$ cat config.mk
export PLATFORM = sky130hd
export DESIGN_NAME = fpd_div
export DESIGN_NICKNAME = d
export VERILOG_FILES = /design/src/rtl/fpd_pkg.sv /design/src/rtl/fpd_div.sv
export SDC_FILE = /design/constraint.sdc
export NUM_CORES = 2
export LEC_CHECK = 0
export ABC_CLOCK_PERIOD_IN_PS = 8100
export BUFFER_PORTS_ARGS = -buffer_cell sky130_fd_sc_hd__buf_2
export CORE_MARGIN = 5
export CORE_UTILIZATION = 55
export DETAILED_ROUTE_END_ITERATION = 10
export HOLD_SLACK_MARGIN = 0.12
export PLACE_DENSITY_LB_ADDON = 0.3
export RECOVER_POWER = 50
export SLEW_MARGIN = 20
export SYNTH_ARGS = -nofsm -noshare
export SYNTH_HDL_FRONTEND = slang
export SYNTH_SLANG_ARGS = --single-unit
$ cat constraint.sdc
create_clock -name clk -period 8.1 [get_ports clk]
set_input_delay 0 -clock clk [delete_from_list [all_inputs] [get_ports clk]]
set_output_delay 0 -clock clk [all_outputs]
set_load 0.02 [all_outputs]
$ cat src/rtl/fpd_pkg.sv
`timescale 1ns / 1ps
`default_nettype none

package fpd_pkg;

  localparam int DATA_W    = 16;
  localparam int FRAC_W    = DATA_W - 1;
  localparam int SPAN_W    = DATA_W + 1;
  localparam int DIV_W     = 23;
  localparam int QUOT_W    = FRAC_W + 1;
  localparam int SIDE_W    = 4;
  localparam int CFG_IDX_W = 4;
  localparam int WGT_W     = 5;
  localparam int DEN_W     = DATA_W + 2;

  localparam logic [DATA_W-1:0] ONE = DATA_W'(1) << FRAC_W;

  typedef enum logic [CFG_IDX_W-1:0] {
    CFG_ERR_NB  = 4'd0,
    CFG_ERR_NS  = 4'd1,
    CFG_ERR_PS  = 4'd2,
    CFG_ERR_PB  = 4'd3,
    CFG_DERR_NB = 4'd4,
    CFG_DERR_NS = 4'd5,
    CFG_DERR_PS = 4'd6,
    CFG_DERR_PB = 4'd7
  } cfg_idx_t;

  localparam logic signed [DATA_W-1:0] RST_NB = -(DATA_W'(1) << (FRAC_W - 3));
  localparam logic signed [DATA_W-1:0] RST_NS = -(DATA_W'(1) << (FRAC_W - 4));
  localparam logic [FRAC_W-1:0]        RST_PS = FRAC_W'(1) << (FRAC_W - 4);
  localparam logic [FRAC_W-1:0]        RST_PB = FRAC_W'(1) << (FRAC_W - 3);

endpackage

`default_nettype wire

$ cat src/rtl/fpd_div.sv
`timescale 1ns / 1ps
`default_nettype none

// restoring divider, one quotient bit per stage; expects num <= den
module fpd_div (
  input  wire logic                       clk,
  input  wire logic                       rst,
  input  wire logic                       en,
  input  wire logic                       in_valid,
  input  wire logic [fpd_pkg::DIV_W-1:0]  num,
  input  wire logic [fpd_pkg::DIV_W-1:0]  den,
  input  wire logic [fpd_pkg::SIDE_W-1:0] side,
  output logic                            out_valid,
  output logic [fpd_pkg::QUOT_W-1:0]      quot,
  output logic                            rem_nz,
  output logic [fpd_pkg::SIDE_W-1:0]      out_side
);
  import fpd_pkg::*;

  logic [QUOT_W-1:0] vld;
  logic [DIV_W-1:0]  rem  [QUOT_W];
  logic [DIV_W-1:0]  dv   [QUOT_W];
  logic [QUOT_W-1:0] qv   [QUOT_W];
  logic [SIDE_W-1:0] sd   [QUOT_W];

  function automatic logic [DIV_W:0] trial(logic [DIV_W:0] t, logic [DIV_W-1:0] d);
    logic [DIV_W:0] dx;
    dx = {1'b0, d};
    if (t >= dx) begin
      return {1'b1, DIV_W'(t - dx)};
    end
    return {1'b0, t[DIV_W-1:0]};
  endfunction

  logic [DIV_W:0] st [QUOT_W];

  always_comb begin
    st[0] = trial({1'b0, num}, den);
    for (int i = 1; i < QUOT_W; i++) begin
      st[i] = trial({rem[i-1], 1'b0}, dv[i-1]);
    end
  end

  always_ff @(posedge clk) begin
    if (rst) begin
      vld <= '0;
    end else if (en) begin
      vld <= {vld[QUOT_W-2:0], in_valid};
    end
  end

  always_ff @(posedge clk) begin
    if (en) begin
      rem[0] <= st[0][DIV_W-1:0];
      qv[0]  <= QUOT_W'(st[0][DIV_W]);
      dv[0]  <= den;
      sd[0]  <= side;
      for (int i = 1; i < QUOT_W; i++) begin
        rem[i] <= st[i][DIV_W-1:0];
        qv[i]  <= {qv[i-1][QUOT_W-2:0], st[i][DIV_W]};
        dv[i]  <= dv[i-1];
        sd[i]  <= sd[i-1];
      end
    end
  end

  assign out_valid = vld[QUOT_W-1];
  assign quot      = qv[QUOT_W-1];
  assign rem_nz    = |rem[QUOT_W-1];
  assign out_side  = sd[QUOT_W-1];

endmodule

`default_nettype wire

==> reports/summary.txt <==
Worst Hold Class: in2reg
data required time of the worst path: 8.22 ns
clk root buf: clkbuf_16
Avg WL per Cell: 17.0 um
Post-Synth Adder-Cell Area: 9.66%
CTS tree: done
post-synth top area cell: edfxtp_1
Clk Latency, worst-skew pair: 0.67 ns
setup TNS: 0 ns
initial antenna violation count: 0
post-route clock period utilization: 69.3%
Initial Utilization: 55.6%
RSZ-0062 raised after global routing: no
total gr overflow: 0
number of global-route vias before repair: 33.2k
first-pass GRT wire length: 163,000 um
crit-path max cell delay: 4.35 ns
Layout area overhead: 11.9%
postcts setup bufs: 0
max frequency: 178 MHz
largest net degree at the start of global routing: 159
Cell Area, Synth: 51,000 sq um
layer with the highest usage: met2
Period minus WS final: 5.61 ns
Syn. warnings: 0
sequential fraction of the synthesis area: 54.4%
mux share of post-synthesis cell area: 4.95%
run status: finished with violations
Worst Setup Start Kind: input port
number of antenna cells inserted: 0
# setup viols final: 0
failing checks: capacitance limit, slew limit
routability congestion estimate: 0.922
drt first pass iters: 6
CP top delay family: buffers and inverters
Die H: 315 um
# Max-Cap Violations: 2
Cell Chain, Critical Path: dlygate4sd3_1, buf_8, clkdlybuf4s25_1
buffers and inverters on the worst path: 3
H-tree depth: 3
Synth Area in Simple Gates: 7.88%
leading post-synthesis cells by cell area: edfxtp_1, ha_1, mux2_2
antenna viol nets, final: 0
worst-margin pin slew: 5.85 ns
Top FF cell, synth: edfxtp_1
met3 usage: 3.00%
post-synth top area share: 53.8%
clk sinks: 929
ys async rst share: 0%
Slew Viols, Final: 189
Crit path arrival time: 5.73 ns
XOR/XNOR share of the synthesized area: 5.12%
CP max FO: 136
post-synthesis compound-gate area fraction: 13.8%
Hold Buf Count CTS: 105
worst vdd ir: 0.182 mV
I/O Buffers: 75
largest family of logic cells by synthesized area: compound AO/OA/AOI/OAI gates
WL final: 99,200 um
Pleak: 23.2 nW
CTS clock-pin slew for the worst setup and hold paths: 0.06 ns
worst relative slew slack: -290%
Iter 0 DRT Violations: 2,178
Core Box Area: 91,800 sq um
Die ar.: 98,900 sq um
syn_area_per_cell: 11.8 sq um
Bufs on Longest Clock Path: 3
Cells after Synth: 4,325
Via Count: 32.9k
layout cells sized above 1: 9.63%
grt met1 use: 24.1%
HPWL Detailed: 70,900 um
Setup crit end kind: flop
DR DRC count: 0
Pwr Density: 382 nW/um^2
Inserted Clock Buffers: 99
vias per inst: 5.64
Fin. Hold Viols: 0
GR Util All Layers: 20.0%
Post-Syn Nets: 4,763
slowest stage cell, crit path: clkdlybuf4s25_1
Die X: 315 um
IO Pins: 76
num rows: 111
M2 GR Usage: 35.8%
Synth Register Bits: 929
post-CTS sizing: 0
Cell variety after synth: 81
number of synthesized flops with an enable pin: 913
clk_skew: 0.0283 ns
critical path class: in2reg
NumNets Final: 4,955
hold slack: 0.194 ns
==> worst register-to-register path: stages (launching register included) <==
cell	delay (ns)
edfxtp_1	0.41
inv_1	0.11
fa_1	0.46
a211oi_1	0.27
nor2_1	0.10
o31ai_1	0.37
a21oi_1	0.21
o21ai_0	0.33
a21oi_1	0.15
or4b_2	1.01
mux2_2	0.44
==> layer usage <==
layer	vias to the layer above	wire [um]	share of wire [%]
li1	16308	-	-
met1	15629	41400	42
met2	779	49700	50
met3	233	4310	4.3
met4	0	3870	3.9
met5	-	0	0
==> metrics by stage <==
stage	area (sq um)	utilization, %	power [mW]	setup slack [ns]	std cells
after floorplan	51000	-	14.9	4.59	4325
after global placement	52700	57.4	16.8	4.02	5553
after detailed placement	52700	57.4	17.0	3.95	5553
after CTS	57100	62.2	21.8	3.89	5841
after global routing	57100	62.2	23.3	1.87	5842
final	57100	62.2	21.8	2.49	5842
==> final cells by class <==
| cell class | count | area, sq um |
|---|---|---|
| Multi-Input combinational cell | 2847 | 21200 |
| Clock buffer | 124 | 2630 |
| Fill cell | 6989 | 34700 |
| Inverter | 442 | 1660 |
| Sequential cell | 929 | 27700 |
| Tap cell | 1243 | 1560 |
| Clock inverter | 59 | 766 |
| Timing Repair Buffer | 198 | 1560 |
==> synth_stat cells, drive strengths merged, types with 13 or more instances <==
cell    instances
a31oi          41
fa             16
o31ai          29
a211oi         44
nand3          68
nor3           44
xnor2         177
nor4           15
o31a           18
dfxtp          16
edfxtp        913
o211ai         16
nor2b          42
nand2b         29
nand4          55
clkbuf         65
or3            16
o21bai         38
buf            42
a21o          177
nand2         226
ha            368
xor2          121
o21ai         246
mux2          201
inv           442
a21oi         329
o21a           55
and3           16
or2            18
a21boi         13
mux2i          26
nor2          244
and2           19
==> state kept, by name, indices dropped and copies added, names as in the netlist <==
signal / cells
qv: 136
rem: 368
sd: 64
dv: 345
vld: 16
==> power breakdown <==
part	internal (mW)	leakage, nW	switching [mW]
Combinational	4.35	12.5	5.01
Sequential	7.06	9.05	0.700
Clock	2.85	1.64	1.86
==> logic make-up after synthesis <==
family,after synthesis
AOI/OAI and AO/OA,1101
xor gates and xnor gates,298
adders and majority gates,384
buffers and inverters,549
DFF,929
muxes,227
and+or+nand+nor,837
==> worst paths after layout <==
check,startpoint,cells past startpoint,to,slack (ns)
setup reg to reg,dv[0][138],10,rem[0][164],3.99
hold / removal,num[17],4,rem[0][17],0.19
hold reg to reg,qv[1][101],0,qv[1][118],0.40
setup / recovery,en,3,qv[1][6],2.49
==> cell usage in the layout, fill, tap and decap left out, types with 17 or more instances in the layout <==
cell type,Yosys,routed
dlygate4sd3_1,0,105
nand4_1,55,55
and2_1,19,19
inv_1,441,441
or2_2,17,17
edfxtp_1,913,913
nand2b_1,29,29
a21oi_1,329,329
o21bai_1,38,38
o31ai_1,29,28
bufinv_16,0,17
mux2i_1,26,26
nor2_1,244,244
a211oi_1,44,44
clkbuf_1,65,64
nor3_1,44,44
nor2b_1,42,42
xnor2_1,177,177
a31oi_1,41,41
a21o_1,177,177
buf_2,17,31
xor2_1,121,121
clkinv_1,0,18
nand2_1,226,226
o31a_1,18,18
o21a_1,55,55
o21ai_0,241,241
clkbuf_16,0,101
nand3_1,68,67
mux2_2,201,201
ha_1,368,368
Power figures use the tool's default switching activity.
